$ cat src/rtl/core/tld_pkg.sv
// Shared constants, types and helpers for the terminal line discipline.
package tld_pkg;

  localparam int LINE_DEPTH = 128;
  localparam int IDX_W = $clog2(LINE_DEPTH);
  localparam int LEN_W = $clog2(LINE_DEPTH + 1);

  localparam logic [1:0] CMD_RECV = 2'd0;
  localparam logic [1:0] CMD_READ = 2'd1;
  localparam logic [1:0] CMD_XMIT = 2'd2;

  localparam logic [7:0] CH_INTR = 8'h03;
  localparam logic [7:0] CH_EOF  = 8'h04;
  localparam logic [7:0] CH_KILL = 8'h15;
  localparam logic [7:0] CH_BS   = 8'h08;
  localparam logic [7:0] CH_DEL  = 8'h7F;
  localparam logic [7:0] CH_CR   = 8'h0D;
  localparam logic [7:0] CH_NL   = 8'h0A;

  localparam logic [2:0] TERM_NONE  = 3'd0;
  localparam logic [2:0] TERM_CHAR  = 3'd1;
  localparam logic [2:0] TERM_ERASE = 3'd2;
  localparam logic [2:0] TERM_CRLF  = 3'd3;
  localparam logic [2:0] TERM_INTR  = 3'd4;
  localparam logic [2:0] TERM_BELL  = 3'd5;

  localparam logic [1:0] EV_NONE = 2'd0;
  localparam logic [1:0] EV_LINE = 2'd1;
  localparam logic [1:0] EV_EOF  = 2'd2;
  localparam logic [1:0] EV_INTR = 2'd3;

  localparam logic [2:0] REG_MAP_CR    = 3'd0;
  localparam logic [2:0] REG_SIGNALS   = 3'd1;
  localparam logic [2:0] REG_CANONICAL = 3'd2;
  localparam logic [2:0] REG_ECHO      = 3'd3;
  localparam logic [2:0] REG_OPOST     = 3'd4;
  localparam logic [2:0] REG_ONLCR     = 3'd5;

  typedef struct packed {
    logic map_cr_to_nl;
    logic signals_enable;
    logic canonical_mode;
    logic echo_enable;
    logic output_postprocess;
    logic output_nl_to_crnl;
  } cfg_t;

  typedef struct packed {
    logic       accepted;
    logic [2:0] term_kind;
    logic [7:0] term_char;
    logic [7:0] erase_count;
    logic [1:0] event_res;
    logic       data_valid;
    logic [7:0] data_byte;
    logic       data_last;
    logic       from_store;
  } res_t;

  typedef struct packed {
    logic             we;
    logic [IDX_W-1:0] waddr;
    logic [7:0]       wdata;
    logic             re;
    logic [IDX_W-1:0] raddr;
  } mem_req_t;

  function automatic logic [7:0] sat_count(input logic [LEN_W-1:0] n);
    logic [31:0] wide;
    wide = 32'(n);
    return (wide > 32'd255) ? 8'hFF : wide[7:0];
  endfunction

endpackage

$ cat src/rtl/core/tty_line_discipline.sv
// Top level of the terminal line discipline: configuration, pipeline and output register.
// The result of an input transfer is registered in the stage register, then in the output
// register, which holds it while out_stall is high. Throughput: one item per cycle while
// in_stall is low; the line store is read or written at most once per item, and the read
// data is registered before it reaches the output register.
// Reset clears the line length, completion flag, read position and pipeline valids,
// and sets every configuration register to one; the line store itself is not cleared.
module tty_line_discipline (
  input  logic       clk,
  input  logic       rst,
  input  logic       write_enable,
  input  logic [2:0] reg_index,
  input  logic       write_data,
  input  logic       in_valid,
  output logic       in_stall,
  input  logic [1:0] command,
  input  logic [7:0] byte_in,
  output logic       out_valid,
  input  logic       out_stall,
  output logic       accepted,
  output logic [2:0] term_kind,
  output logic [7:0] term_char,
  output logic [7:0] erase_count,
  output logic [1:0] event_res,
  output logic       data_valid,
  output logic [7:0] data_byte,
  output logic       data_last
);
  import tld_pkg::*;

  cfg_t     cfg;
  res_t     res;
  mem_req_t req;
  logic     accept;
  logic     advance;
  logic     s1_load;
  logic     s1_valid;
  res_t     s1_res;
  logic [7:0] rdata;

  assign advance  = !out_valid || !out_stall;
  assign s1_load  = !s1_valid || advance;
  assign in_stall = !s1_load;
  assign accept   = in_valid && !in_stall;

  always_ff @(posedge clk) begin
    if (rst) begin
      cfg <= '1;
    end else if (write_enable) begin
      unique case (reg_index)
        REG_MAP_CR:    cfg.map_cr_to_nl       <= write_data;
        REG_SIGNALS:   cfg.signals_enable     <= write_data;
        REG_CANONICAL: cfg.canonical_mode     <= write_data;
        REG_ECHO:      cfg.echo_enable        <= write_data;
        REG_OPOST:     cfg.output_postprocess <= write_data;
        REG_ONLCR:     cfg.output_nl_to_crnl  <= write_data;
        default: ;
      endcase
    end
  end

  tld_ctrl u_ctrl (
    .clk     (clk),
    .rst     (rst),
    .accept  (accept),
    .command (command),
    .byte_in (byte_in),
    .cfg     (cfg),
    .res     (res),
    .req     (req)
  );

  tld_store u_store (
    .clk    (clk),
    .req    (req),
    .enable (accept),
    .rdata  (rdata)
  );

  always_ff @(posedge clk) begin
    if (rst) begin
      s1_valid  <= 1'b0;
      out_valid <= 1'b0;
    end else begin
      if (s1_load) begin
        s1_valid <= accept;
      end
      if (advance) begin
        out_valid <= s1_valid;
      end
    end
  end

  always_ff @(posedge clk) begin
    if (s1_load) begin
      s1_res <= res;
    end
    if (advance) begin
      accepted    <= s1_res.accepted;
      term_kind   <= s1_res.term_kind;
      term_char   <= s1_res.term_char;
      erase_count <= s1_res.erase_count;
      event_res   <= s1_res.event_res;
      data_valid  <= s1_res.data_valid;
      data_byte   <= s1_res.from_store ? rdata : s1_res.data_byte;
      data_last   <= s1_res.data_last;
    end
  end

endmodule

$ cat src/rtl/core/tld_store.sv
// Line store memory with one write port and one registered read port.
module tld_store (
  input  logic              clk,
  input  tld_pkg::mem_req_t req,
  input  logic              enable,
  output logic [7:0]        rdata
);
  import tld_pkg::*;

  logic [7:0] mem [LINE_DEPTH];

  always_ff @(posedge clk) begin
    if (enable && req.we) begin
      mem[req.waddr] <= req.wdata;
    end
    if (enable && req.re) begin
      rdata <= mem[req.raddr];
    end
  end

endmodule

$ cat src/rtl/core/tld_ctrl.sv
// Line editing decisions and line control state.
module tld_ctrl (
  input  logic              clk,
  input  logic              rst,
  input  logic              accept,
  input  logic [1:0]        command,
  input  logic [7:0]        byte_in,
  input  tld_pkg::cfg_t     cfg,
  output tld_pkg::res_t     res,
  output tld_pkg::mem_req_t req
);
  import tld_pkg::*;

  logic [LEN_W-1:0] line_length, line_length_next;
  logic             line_complete, line_complete_next;
  logic [LEN_W-1:0] read_position, read_position_next;
  logic [7:0]       c;
  logic             has_room;
  logic [LEN_W-1:0] rp_inc;

  always_comb begin
    res                = '0;
    res.accepted       = 1'b1;
    req                = '0;
    line_length_next   = line_length;
    line_complete_next = line_complete;
    read_position_next = read_position;
    c        = (cfg.map_cr_to_nl && byte_in == CH_CR) ? CH_NL : byte_in;
    has_room = line_length < LEN_W'(LINE_DEPTH);
    rp_inc   = read_position + LEN_W'(1);
    req.waddr = line_length[IDX_W-1:0];
    req.wdata = c;
    req.raddr = read_position[IDX_W-1:0];

    unique case (command)
      CMD_RECV: begin
        if (!cfg.canonical_mode) begin
          if (cfg.signals_enable && c == CH_INTR) begin
            res.event_res = EV_INTR;
          end else begin
            if (cfg.echo_enable) begin
              if (c == CH_NL && cfg.output_postprocess && cfg.output_nl_to_crnl) begin
                res.term_kind = TERM_CRLF;
              end else begin
                res.term_kind = TERM_CHAR;
                res.term_char = c;
              end
            end
            res.data_valid = 1'b1;
            res.data_byte  = c;
            res.data_last  = 1'b1;
          end
        end else if (line_complete) begin
          res.accepted = 1'b0;
        end else if (cfg.signals_enable && c == CH_INTR) begin
          line_length_next   = '0;
          line_complete_next = 1'b0;
          read_position_next = '0;
          res.term_kind      = cfg.echo_enable ? TERM_INTR : TERM_NONE;
          res.event_res      = EV_INTR;
        end else if (c == CH_BS || c == CH_DEL) begin
          if (line_length != '0) begin
            line_length_next = line_length - LEN_W'(1);
            if (cfg.echo_enable) begin
              res.term_kind   = TERM_ERASE;
              res.erase_count = 8'd1;
            end
          end
        end else if (c == CH_KILL) begin
          line_length_next = '0;
          if (cfg.echo_enable && line_length != '0) begin
            res.term_kind   = TERM_ERASE;
            res.erase_count = sat_count(line_length);
          end
        end else if (c == CH_EOF) begin
          if (line_length == '0) begin
            res.event_res = EV_EOF;
          end else begin
            line_complete_next = 1'b1;
            read_position_next = '0;
            res.event_res      = EV_LINE;
          end
        end else if (c == CH_NL) begin
          if (has_room) begin
            req.we           = 1'b1;
            line_length_next = line_length + LEN_W'(1);
          end
          if (cfg.echo_enable) begin
            res.term_kind = TERM_CRLF;
          end
          line_complete_next = 1'b1;
          read_position_next = '0;
          res.event_res      = EV_LINE;
        end else if (has_room) begin
          req.we           = 1'b1;
          line_length_next = line_length + LEN_W'(1);
          if (cfg.echo_enable) begin
            res.term_kind = TERM_CHAR;
            res.term_char = c;
          end
        end else begin
          res.term_kind = TERM_BELL;
        end
      end
      CMD_READ: begin
        if (line_complete) begin
          if (read_position >= line_length) begin
            line_length_next   = '0;
            line_complete_next = 1'b0;
            read_position_next = '0;
          end else begin
            req.re             = 1'b1;
            res.data_valid     = 1'b1;
            res.from_store     = 1'b1;
            read_position_next = rp_inc;
            if (rp_inc >= line_length) begin
              res.data_last      = 1'b1;
              line_length_next   = '0;
              line_complete_next = 1'b0;
              read_position_next = '0;
            end
          end
        end
      end
      CMD_XMIT: begin
        if (cfg.output_postprocess && cfg.output_nl_to_crnl && byte_in == CH_NL) begin
          res.term_kind = TERM_CRLF;
        end else begin
          res.term_kind = TERM_CHAR;
          res.term_char = byte_in;
        end
      end
      default: begin
        res.accepted = 1'b0;
      end
    endcase
  end

  always_ff @(posedge clk) begin
    if (rst) begin
      line_length   <= '0;
      line_complete <= 1'b0;
      read_position <= '0;
    end else if (accept) begin
      line_length   <= line_length_next;
      line_complete <= line_complete_next;
      read_position <= read_position_next;
    end
  end

endmodule

$ cat config.mk
export PLATFORM = sky130hd
export DESIGN_NAME = tty_line_discipline
export DESIGN_NICKNAME = d
export VERILOG_FILES = /design/src/rtl/core/tld_pkg.sv /design/src/rtl/core/tty_line_discipline.sv /design/src/rtl/core/tld_store.sv /design/src/rtl/core/tld_ctrl.sv
export SDC_FILE = /design/constraint.sdc
export NUM_CORES = 1
export LEC_CHECK = 0
export BUFFER_PORTS_ARGS = -buffer_cell sky130_fd_sc_hd__buf_4
export CORE_ASPECT_RATIO = 0.8
export CORE_MARGIN = 1.5
export CORE_UTILIZATION = 55
export CTS_CLUSTER_DIAMETER = 80
export DETAILED_ROUTE_END_ITERATION = 8
export GPL_ROUTABILITY_DRIVEN = 1
export PLACE_DENSITY = 0.71
export SLEW_MARGIN = 40
export SYNTH_ARGS = -nofsm -noshare
export SYNTH_HDL_FRONTEND = slang
export SYNTH_SLANG_ARGS = --single-unit
$ cat constraint.sdc
create_clock -name clk -period 8 [get_ports clk]
set_clock_uncertainty 0.05 [all_clocks]
set_input_delay 1.6 -clock clk [delete_from_list [all_inputs] [get_ports clk]]
set_output_delay 1.6 -clock clk [all_outputs]
set_load 0.05 [all_outputs]
==> results.tsv <==
stage	metric	value	unit
synthesis	syn_avg_cell_area	18.38	um2
synthesis	synth_edf_count	1097	
detailed_routing	wire_per_inst	30.07	um
sta	min_period	4.945	ns
floorplan	fp.dieW	320.9	um
global_route	grt_pass1_wl	158.0	mm
floorplan	std_cell_rows	93	
sta	tns	0	ns
outcome	status	complete, no violations	
pwr	p_leak	15.51	nW
clock_network	cts_setup_buffers	0	
synthesis	synth_commonest_cells	edfxtp_1 (1097), mux4_2 (192), mux2i_1 (168), nand2_1 (162), nor2_1 (159)	
pwr	ir_drop	181.0	uV
detailed_routing	drc	0	
layout	multiInputGateArea	0.01054	mm2
global_route	track_usage	0.2648	
setup_path	required	8.26	ns
floorplan	num_io_pins	53	
layout	nNetsFinal	2519	
detailed_routing	routed_wl	108.4	mm
sta	finalSetupViolCount	0	
clock_network	clock_sinks	1122	
layout	drive_gt1_frac	0.1877	
synthesis	ys_seq_area_frac	0.7519	
global_route	antenna_found_initial	2	
placement	io_buffers	52	
clock_network	cts_tree	done	
clock_network	cts_made_buffers	99	
detailed_routing	firstDrtPassIters	6	
setup_path	worstPathArrival	5.20	ns
synthesis	yosysTopAreaCell	edfxtp_1	
synthesis	async_reset_ff_frac	0	
detailed_routing	drtIter0Drc	3725	
setup_path	regToRegStartpoint	u_ctrl.read_position[0]	
synthesis	ys_warn_count	0	
synthesis	synthesis.area	0.04448	mm2
synthesis	synth-seq-cells	1122	
setup_path	cp-start-kind	input port	
setup_path	worst-r2r-cell-count	7	
clock_network	cts_root_buf	clkbuf_16	
floorplan	initial_core_util	0.5540	
sta	relSlewSlack	0.4017	
layout	syn2layout_area_growth	11.31	%
floorplan	die_h	257.4	um
job	cap_violations	0	
detailed_routing	final_antenna_net_count	0	
clock_network	cts_buffer_depth	3	
global_route	grt_max_degree	97	
synthesis	syn_inst	2420	
layout	register_area	0.03345	mm2
worst_hold_path	hold_class	reg2reg	
global_route	grt_pass1_vias	22918	
sta	rsz0062_at_grt	false	
layout	utilization	0.6167	
setup_path	cp-end-kind	flop	
sta	drv_slew	0	
setup_path	crit_fanout	51	
detailed_routing	vias_per_cell	6.602	
synthesis	yosysTopAreaCellShare	0.7406	
placement	dp_hpwl	66.10	mm
layout	final.fill_count	5545	
sta	max_freq	202.2	MHz
sta	holdWs	0.3717	ns
placement	gp_congestion	0.9848	
clock_network	cts_resized	0	
placement	placed_cell_area	0.04614	mm2
pwr	power	11.59	mW
setup_path	reg2reg_to	u_store.rdata[1]	
synthesis	synth.most_common_cell	edfxtp_1	
synthesis	ys_top_cells_by_area	edfxtp_1 (74%), mux4_2 (9.7%), mux2i_1 (3.8%)	
floorplan	core	0.08029	mm2
setup_path	reg2reg_setup_slack	3.75	ns
synthesis	synth_fp_nets	2463	
clock_network	clkTransAtPathRegs	0.06	ns
sta	hold_viol	0	
clock_network	cts_max_level	3	
synthesis	synth.distinct_cells	70	
pwr	p_per_area	234.1	mW/mm2
layout	postLayoutCellArea	0.04951	mm2
setup_path	crit_start	byte_in[6]	
floorplan	die_area	0.08260	mm2
sta	tightestPinTransition	0.8975	ns
setup_path	critical_path_class	in2reg	
clock_network	holdBufCountCts	0	
global_route	grt_overflow	0	
sta	fin_crit_sh	0.6181	
setup_path	crit_end	u_store.mem[109][3]	
synthesis	synth_ff_type	edfxtp_1	
clock_network	clk_latency	0.68	ns
detailed_routing	via_count	23793	
## per-layer routing
layer	vias up	global-route usage	routed length [um]
met5	-	0	0
met4	0	0.07966	2925
met3	184	0.08067	12490
met2	1439	0.3823	48280
met1	12276	0.3912	44670
li1	9894	-	-
## worst max-delay path, stage by stage
cell and delay, ns:
buf_4 0.49, buf_4 0.63, or3_1 0.23, or4_4 0.25, nand4_4 0.25, nor4_4 0.66, nand2_1 0.43, nor2_1 0.64
## stage by stage
step | setup slack (ns) | cells
after global routing | 2.930 | 3602
after detailed placement | 2.356 | 3417
final | 3.055 | 3604
after floorplan | 3.178 | 2420
after global placement | 2.158 | 3414
after CTS | 3.090 | 3599
## cell families (layout without fill, tap and decap cells)
family / count (synthesis) / after routing / synth area share
xor gates and xnor gates: 6 / 6 / 0.001181
buffers and inverters: 164 / 301 / 0.01482
other: 0 / 2 / 0
adders and majority gates: 24 / 24 / 0.006751
AOI/OAI and AO/OA: 275 / 275 / 0.04208
DFF: 1122 / 1122 / 0.7519
muxes: 369 / 369 / 0.1373
and+or+nand+nor: 460 / 460 / 0.04599
## flip-flops by register name (all words and copies together) (netlist names), 2 cells and up
signal and cells:
erase_count 8, term_kind 3, data_byte 8, cfg 6, u_store.rdata 8, u_ctrl.line_length 8
u_ctrl.read_position 8, s1_res 33, u_store.mem 1024, term_char 8, event_res 2
## cell usage in the layout (no fill, tap or decap), types with 9 or more instances in the layout
cell type / n
bufinv_16: 13
a21oi_1: 91
nand2_1: 160
mux2_2: 9
and3_1: 9
edfxtp_1: 1097
o2111ai_1: 25
clkbuf_1: 16
nor2_1: 153
a22oi_1: 72
clkinv_1: 18
o22ai_1: 18
dfxtp_1: 23
mux4_2: 192
clkinv_2: 19
ha_1: 24
o21ai_0: 9
mux2i_1: 168
nand3_1: 52
buf_4: 77
o221ai_1: 10
inv_1: 21
clkbuf_16: 99
nor3_1: 15
## power by group
part           switching (mW)  internal [mW]
Sequential             0.0101           6.46
Clock                    2.13           2.73
Combinational           0.214         0.0462
## worst min-delay path by stage
| stage | from | end | slack [ns] | cells after the start |
|---|---|---|---|---|
| after floorplan | s1_res[32] | accepted | 0.35 | 0 |
| after global placement | s1_res[12] | event_res[1] | 0.35 | 0 |
| after detailed placement | s1_res[18] | erase_count[5] | 0.35 | 0 |
| after CTS | s1_res[20] | erase_count[7] | 0.37 | 0 |
| after global routing | s1_res[20] | erase_count[7] | 0.37 | 0 |
| final | s1_res[20] | erase_count[7] | 0.37 | 0 |
## layout make-up
cell class	count	area share
flip-flops and latches	1122	0.6756
diodes	2	0.0001011
clock inverters	66	0.01516
well taps	1045	0.02641
inverters	27	0.002148
clock buffers	116	0.05153
multi-input cells	1134	0.2128
repair buffers	92	0.01622
No activity file was read; power rests on OpenSTA's default activity.
